**config.mk**
```make
export PLATFORM = sky130hd
export DESIGN_NAME = tzpr_ctrl
export DESIGN_NICKNAME = d
export VERILOG_FILES = /design/src/rtl/tzpr_pkg.sv /design/src/rtl/tzpr_ctrl.sv
export SDC_FILE = /design/constraint.sdc
export NUM_CORES = 1
export LEC_CHECK = 0
export ABC_AREA = 1
export BUFFER_PORTS_ARGS = -buffer_cell sky130_fd_sc_hd__buf_2
export CORE_AREA = 2 2 43 74
export CTS_CLUSTER_DIAMETER = 30
export DETAILED_ROUTE_END_ITERATION = 10
export DIE_AREA = 0 0 45 76
export PLACE_DENSITY = 0.71
export SLEW_MARGIN = 30
export SYNTH_ARGS = -nofsm -noshare
export SYNTH_HDL_FRONTEND = slang
export SYNTH_SLANG_ARGS = --single-unit
```
**constraint.sdc**
```tcl
create_clock -name i_clk -period 1.6 [get_ports i_clk]
set_input_delay 0.08 -clock i_clk [delete_from_list [all_inputs] [get_ports i_clk]]
set_output_delay 0.08 -clock i_clk [all_outputs]
set_load 0.005 [all_outputs]
```
**src/rtl/tzpr_pkg.sv**
```systemverilog
// ----------------------------------------------------------------------------
// tzpr_pkg
// Shared types, widths and constants of the torus z-buffer point renderer.
// ----------------------------------------------------------------------------
`default_nettype none

package tzpr_pkg;

    // field widths
    localparam int ANG_W     = 16;
    localparam int OP_W      = 2;
    localparam int IDX_W     = 11;
    localparam int CHAR_W    = 8;
    localparam int CLS_W     = 2;
    localparam int SHADE_W   = 4;
    localparam int DEPTH_W   = 16;
    localparam int CELL_W    = DEPTH_W + SHADE_W;
    localparam int S_TDATA_W = 80;
    localparam int M_TDATA_W = 16;

    // shared multiplier operand widths
    localparam int MA_W = 24;
    localparam int MB_W = 18;
    localparam int MP_W = MA_W + MB_W;
    localparam int Q_W  = MP_W - 14;

    // division of 2^30 by the depth denominator, one quotient bit a cycle
    localparam int DIV_STEPS = 31;
    localparam int CNT_W     = 5;

    localparam logic [CHAR_W-1:0] CHAR_SPACE = 8'd32;
    localparam logic [DEPTH_W-1:0] DEPTH_MAX = 16'hFFFF;

    typedef enum logic [OP_W-1:0] {
        OP_CLEAR = 2'd0,
        OP_PLOT  = 2'd1,
        OP_READ  = 2'd2,
        OP_NONE  = 2'd3
    } t_op;

    typedef enum logic [1:0] {
        CFG_SIN_A = 2'd0,
        CFG_COS_A = 2'd1,
        CFG_SIN_B = 2'd2,
        CFG_COS_B = 2'd3
    } t_cfg_idx;

    typedef enum logic [1:0] {
        CLS_EMPTY   = 2'd0,
        CLS_CYAN    = 2'd1,
        CLS_MAGENTA = 2'd2,
        CLS_YELLOW  = 2'd3
    } t_cls;

    typedef enum logic [3:0] {
        S_CLEAR,
        S_IDLE,
        S_MULA,
        S_DIV,
        S_MULB,
        S_POS,
        S_ADDR,
        S_UPD,
        S_RDREQ,
        S_RDOUT
    } t_state;

    // one multiply-accumulate step each
    typedef enum logic [4:0] {
        ST_CH, ST_DEN0, ST_DEN1, ST_T0, ST_T1, ST_LH, ST_PX0, ST_PX1,
        ST_PY0, ST_PY1, ST_CD, ST_IN0, ST_IN1, ST_L0, ST_L1, ST_L2,
        ST_LCT, ST_L3, ST_XM, ST_YM
    } t_step;

    typedef struct packed {
        logic  in_ready;
        logic  load;
        logic  step_en;
        t_step step;
        logic  div_init;
        logic  div_en;
        logic  pos_en;
        logic  plot_rd;
        logic  plot_wr;
        logic  clr_en;
        logic  rd_req;
        logic  out_load;
    } t_cmd;

    typedef struct packed {
        logic den_pos;
        logic sweep_last;
        logic in_screen;
        logic out_free;
    } t_stat;

    // shade character for shade index 0..11
    function automatic logic [CHAR_W-1:0] shade_char(input logic [SHADE_W-1:0] s);
        logic [CHAR_W-1:0] c;
        case (s)
            4'd0:    c = 8'h2E;
            4'd1:    c = 8'h2C;
            4'd2:    c = 8'h2D;
            4'd3:    c = 8'h7E;
            4'd4:    c = 8'h3A;
            4'd5:    c = 8'h3B;
            4'd6:    c = 8'h3D;
            4'd7:    c = 8'h21;
            4'd8:    c = 8'h2A;
            4'd9:    c = 8'h23;
            4'd10:   c = 8'h24;
            default: c = 8'h40;
        endcase
        return c;
    endfunction

endpackage

`default_nettype wire

```
**src/rtl/tzpr_ctrl.sv**
```systemverilog
// ----------------------------------------------------------------------------
// tzpr_ctrl
// Sequencer: clear sweep, plot step sequence, divider pacing and cell read.
// ----------------------------------------------------------------------------
`default_nettype none

module tzpr_ctrl
    import tzpr_pkg::*;
(
    input  wire         i_clk,
    input  wire         i_rst_n,
    input  wire         i_s_tvalid,
    input  wire  [1:0]  i_op,
    input  t_stat       i_stat,
    output t_cmd        o_cmd
);

    t_state            r_state, n_state;
    t_step             r_step, n_step;
    logic [CNT_W-1:0]  r_cnt, n_cnt;

    // state registers
    always_ff @(posedge i_clk) begin
        if (!i_rst_n) begin
            r_state <= S_CLEAR;
            r_step  <= ST_CH;
            r_cnt   <= '0;
        end else begin
            r_state <= n_state;
            r_step  <= n_step;
            r_cnt   <= n_cnt;
        end
    end

    // next state and commands
    always_comb begin
        n_state = r_state;
        n_step  = r_step;
        n_cnt   = r_cnt;
        o_cmd   = '0;
        o_cmd.step = r_step;
        unique case (r_state)
            S_CLEAR: begin
                o_cmd.clr_en = 1'b1;
                if (i_stat.sweep_last) begin
                    n_state = S_IDLE;
                end
            end
            S_IDLE: begin
                o_cmd.in_ready = 1'b1;
                if (i_s_tvalid) begin
                    o_cmd.load = 1'b1;
                    case (t_op'(i_op))
                        OP_CLEAR: n_state = S_CLEAR;
                        OP_PLOT: begin
                            n_state = S_MULA;
                            n_step  = ST_CH;
                        end
                        OP_READ: n_state = S_RDREQ;
                        default: n_state = S_IDLE;
                    endcase
                end
            end
            S_MULA: begin
                o_cmd.step_en = 1'b1;
                n_step = t_step'(r_step + 5'd1);
                if (r_step == ST_L3) begin
                    o_cmd.div_init = 1'b1;
                    n_cnt = '0;
                    n_state = i_stat.den_pos ? S_DIV : S_IDLE;
                end
            end
            S_DIV: begin
                o_cmd.div_en = 1'b1;
                n_cnt = r_cnt + 1'b1;
                if (r_cnt == CNT_W'(DIV_STEPS - 1)) begin
                    n_state = S_MULB;
                    n_step  = ST_XM;
                end
            end
            S_MULB: begin
                o_cmd.step_en = 1'b1;
                n_step = ST_YM;
                if (r_step == ST_YM) begin
                    n_state = S_POS;
                end
            end
            S_POS: begin
                o_cmd.pos_en = 1'b1;
                n_state = S_ADDR;
            end
            S_ADDR: begin
                if (i_stat.in_screen) begin
                    o_cmd.plot_rd = 1'b1;
                    n_state = S_UPD;
                end else begin
                    n_state = S_IDLE;
                end
            end
            S_UPD: begin
                o_cmd.plot_wr = 1'b1;
                n_state = S_IDLE;
            end
            S_RDREQ: begin
                o_cmd.rd_req = 1'b1;
                n_state = S_RDOUT;
            end
            S_RDOUT: begin
                if (i_stat.out_free) begin
                    o_cmd.out_load = 1'b1;
                    n_state = S_IDLE;
                end
            end
            default: n_state = S_IDLE;
        endcase
    end

endmodule

`default_nettype wire

```
Word level (Yosys, flattened, before mapping)

Index checks and enable logic that the tools add are counted.
W data, S select, Z words.

Add/subtract/negate cells: 2
Mux-type cells: 30
Equality and inequality tests: 21
Reductions and logical operators: 8

Operator list:

| operator              | count |
|---|---|
| $pmux W4 S9           | 1 |
| $mux W4               | 6 |
| $mux W5               | 4 |
| $pmux W5 S4           | 1 |
| $eq A4 B3 Y1 const B  | 4 |
| $eq A5 B5 Y1 const B  | 3 |
| $mux W1               | 13 |
| $ne A2 B2 Y1 const B  | 6 |
| $pmux W4 S3           | 1 |
| $add A5 B1 Y5 const B | 2 |
| $pmux W5 S2           | 1 |
| $eq A4 B2 Y1 const B  | 2 |
| $eq A4 B4 Y1 const B  | 2 |
| $reduce_and A6 Y1     | 1 |
| $eq A4 B1 Y1 const B  | 1 |
| $logic_not A4 Y1      | 1 |
| $mux W2               | 2 |
| $reduce_and A4 Y1     | 1 |
| $reduce_bool A4 Y1    | 1 |
| $mux W3               | 1 |
| $eq A2 B1 Y1 const B  | 1 |
| $eq A2 B2 Y1 const B  | 1 |
| $logic_not A2 Y1      | 1 |
| $ne A2 B1 Y1 const B  | 1 |
| 3 further kinds       | 3 |

Flip-flop bits (word level): 14

Longest topological paths before layout

Word-level depth: 4
Depth in mapped cells: 11

Least setup slack after synthesis

OpenSTA, ideal clock, no wires.

Kind: register to register
Start: register r_cnt[0]
End: register r_state[0]
Slack: 0.354 ns
Path buffers: 0
Data required time: 1.485 ns
Arrival: 1.131 ns
Stages on the path, launching flop included: 12
Path through: dfxtp_1 inv_1 ha_1 nand2_1 nor2_1 inv_1 nand2_2 nand2_2 nor2_4 nand3_1 nand2_1 nor2_1

Longest elaborated chain between the ends: 3

RTL lines:

| item                        | RTL line        | RTL |
|---|---|---|
| from (decl)                 | tzpr_ctrl.sv:20 | `logic [CNT_W-1:0] r_cnt, n_cnt;` |
| from (signal assigned)      | tzpr_ctrl.sv:31 | `r_cnt <= n_cnt;` |
| $eq A5 B5 Y1                | tzpr_ctrl.sv:76 | `if (r_cnt == CNT_W'(DIV_STEPS - 1)) begin` |
| $ne A2 B2 Y1 (no line)      | -               |  |
| $reduce_and A6 Y1 (no line) | -               |  |
| to (signal assigned)        | tzpr_ctrl.sv:29 | `r_state <= n_state;` |
| to (decl)                   | tzpr_ctrl.sv:18 | `t_state r_state, n_state;` |

Every way passes these cells.
A chain may end at the register's enable or synchronous reset.

==> flow_summary.yaml <==
power:
  static-leakage-power_nw: 0.6670
  worst_case_vdd_ir_drop_mv: 0.8942
  report.power.total_mw: 2.103
  power_per_cell_area_nw_per_um2: 1581
finish:
  areaGrowthSynthToFinish_pct: 19.84
  fin_cells: 221
  multi_input_combinational_cell_area_um2: 725.7
  ff_latch_area_um2: 280.3
  filler_cell_count: 313
  finish.net_count: 207
  final_cell_area_um2: 1330
  insertedDiodeCount: 0
  layout_cell_share_with_drive_strength_beyond_1: 0.3161
logic_synthesis:
  synthMostInstantiatedCell: "nand2_1"
  synthDominantAreaCellType: "dfxtp_1"
  syn_avg_cell_area_um2: 6.686
  synth_nets: 179
  netlist_top_cells_area: "dfxtp_1, nand2_1, nor2_1"
  synth_edf_count: 0
  synth_area_um2: 1110
  ys_seq_area_frac: 0.2525
  ys_dominant_reg_cell: "dfxtp_1"
  synth-async-reset-ratio: 0
  synth_common_cells: "nand2_1, nor2_1, inv_1, dfxtp_1, nand3_1"
  synth_cell_type_count: 27
  synthesis.yosys.warnings: 0
  postSynthRegisterBits: 14
  netlist.area_leader.share: 0.2525
  netlist_instances: 166
timing:
  finalSetupViolCount: 0
  worst_slew_pin_slew_ns: 0.3074
  hold_viol_final: 0
  rsz0062_at_grt: "false"
  fin_tns_setup_ns: 0
  max_clock_freq_mhz: 678.0
  slew_violations: 0
  maxSlewHeadroom: 0.7948
  fin_skew_ns: 0.002202
  finalWorstPathRequiredPeriod_ns: 1.475
  post-route-period-util: 0.9218
clock_network:
  max-clock-path-buffers: 2
  clock_latency_ns: 0.25
  htree_num_levels: 1
  cts_tree: "built"
  clkSlewWorstSetupHoldPaths_ns: 0.06
  cts_root_buffer: "clkbuf_8"
  cts_setup_buffers: 0
  cts_num_sinks: 14
  cts_buffers: 3
place:
  place_congestion: 0.7870
  io_buffer_count: 24
  placedCellCount: 217
  dpl-instance-area_um2: 1272
  detailed_place_hpwl_um: 2127
critical_path:
  setup.worst_path.end_class: "output pin"
  crit_required_ns: 1.52
  cpMaxStageDelayCell: "dfxtp_1"
  crit_path_cell_trace: "inv_2 -> nand2_2 -> nor2_4 -> inv_2 -> nor2_4 -> buf_2"
  largest_incremental_delay_on_the_critical_path_ns: 0.39
  worstSetupStartpointType: "register"
  timing.setup.critical_path_class: "reg -> out"
  critPathMaxFanout: 6
  critPathArrivalTime_ns: 1.39
run:
  cap_viol_max_count: 0
floorplanning:
  chipHeight_um: 76
  floorplan.rows: 26
  io-pin-count: 25
  dieWidth_um: 45
  core_um2: 2863
  design.die.area_um2: 3420
  initial_utilization: 0.3877
detailed_routing:
  drt_drc_violations_left: 0
  drtPass1Iterations: 4
  detail_route.vias_per_cell: 4.973
  antenna_violating_nets_post_route: 0
  drt_iter0_drc: 17
  route.detailed.wl_per_inst_um: 11.70
  vias: 1099
  wirelength_um: 2585
global_route:
  grtUsageTotal: 0.1731
  initial_antenna_violation_count: 0
  grt_remaining_overflow: 0
  maximum_number_of_pins_on_one_net_before_global_route_repair: 11
  grt_pass1_wl_um: 4505
  vias_in_the_first_global_route: 1071
min_path:
  worst_min_path_class: "in -> reg"
status:
  status: "finished clean"
layout make-up:
class,instances,share of cell area
tap,28,0.02634
sequential,14,0.2107
clock buffer,4,0.04139
timing repair buffer,25,0.1054
inverter,25,0.07055
multi-input combinational,125,0.5456
layer usage:
| metal | GRT usage | part of all wire | wire length, um | vias up |
|---|---|---|---|---|
| met1 | 0.1799 | 0.38 | 990 | 496 |
| met2 | 0.3071 | 0.57 | 1478 | 15 |
| met4 | 0.09118 | 0.020 | 51 | 0 |
| li1 | - | - | - | 583 |
| met3 | 0.02844 | 0.025 | 65 | 5 |
| met5 | 0 | 0 | 0 | - |
what timing repair did:
item                       4_1_cts  5_1_grt
gates resized for setup          0        1
setup endpoints to repair        0        1
hold buffers                     0        0
placed cells by master (no fill, tap or decap), drive strengths merged:
cell    Yosys  layout
a21oi      11      11
dfxtp      14      14
or2         1       1
nand3b      1       1
clkinv      1       1
a31o        2       2
xor2        2       2
nand3      15      15
buf         2      25
o21ai      10      10
nand4       3       3
o211ai      1       1
nand2      37      37
nor2       36      36
ha          4       4
clkbuf      0       4
inv        24      24
nor3        2       2
registers in the layout, indices dropped and copies added (netlist names):
| signal | cells |
|---|---|
| r_cnt | 5 |
| r_state | 4 |
| r_step | 5 |
critical path, delay by kind of cell (launching register included):
family / cells / cell delay [ns]
DFF: 1 / 0.39
buffers and inverters: 3 / 0.38
and+or+nand+nor: 3 / 0.38
path summary, 6_finish.rpt:
check             start    endpoint  slack (ns)  cells past startpoint
max          r_state[0]    o_cmd[7]        0.13                      6
min             i_rst_n  r_state[1]        0.16                      3
max reg2reg   r_step[1]  r_state[3]        0.20                      8
min reg2reg    r_cnt[4]    r_cnt[4]        0.49                      2
report_power, final:
group | internal (mW) | total, mW | switching (mW)
combinational | 0.449 | 1.18 | 0.733
sequential | 0.430 | 0.575 | 0.144
clock | 0.218 | 0.347 | 0.129
cell families (layout without fill, tap and decap cells):
family / count (synthesis) / in the layout / synth area share
buffers and inverters: 27 / 54 / 0.09582
DFF: 14 / 14 / 0.2525
adders and majority gates: 4 / 4 / 0.04510
and+or+nand+nor: 95 / 95 / 0.4701
AOI/OAI and AO/OA: 24 / 24 / 0.1206
xor gates and xnor gates: 2 / 2 / 0.01579
stage by stage:
stage               setup slack (ns)  utilization  hold WS (ns)
floorplan                     0.3537            -        0.2526
global placement              0.2280       0.4445        0.4251
detailed placement            0.2141       0.4445        0.4205
CTS                          0.09857       0.4637        0.1564
global route                 0.01076       0.4646        0.1677
finish                        0.1251       0.4646        0.1570
No activity file was read; power rests on OpenSTA's default activity.
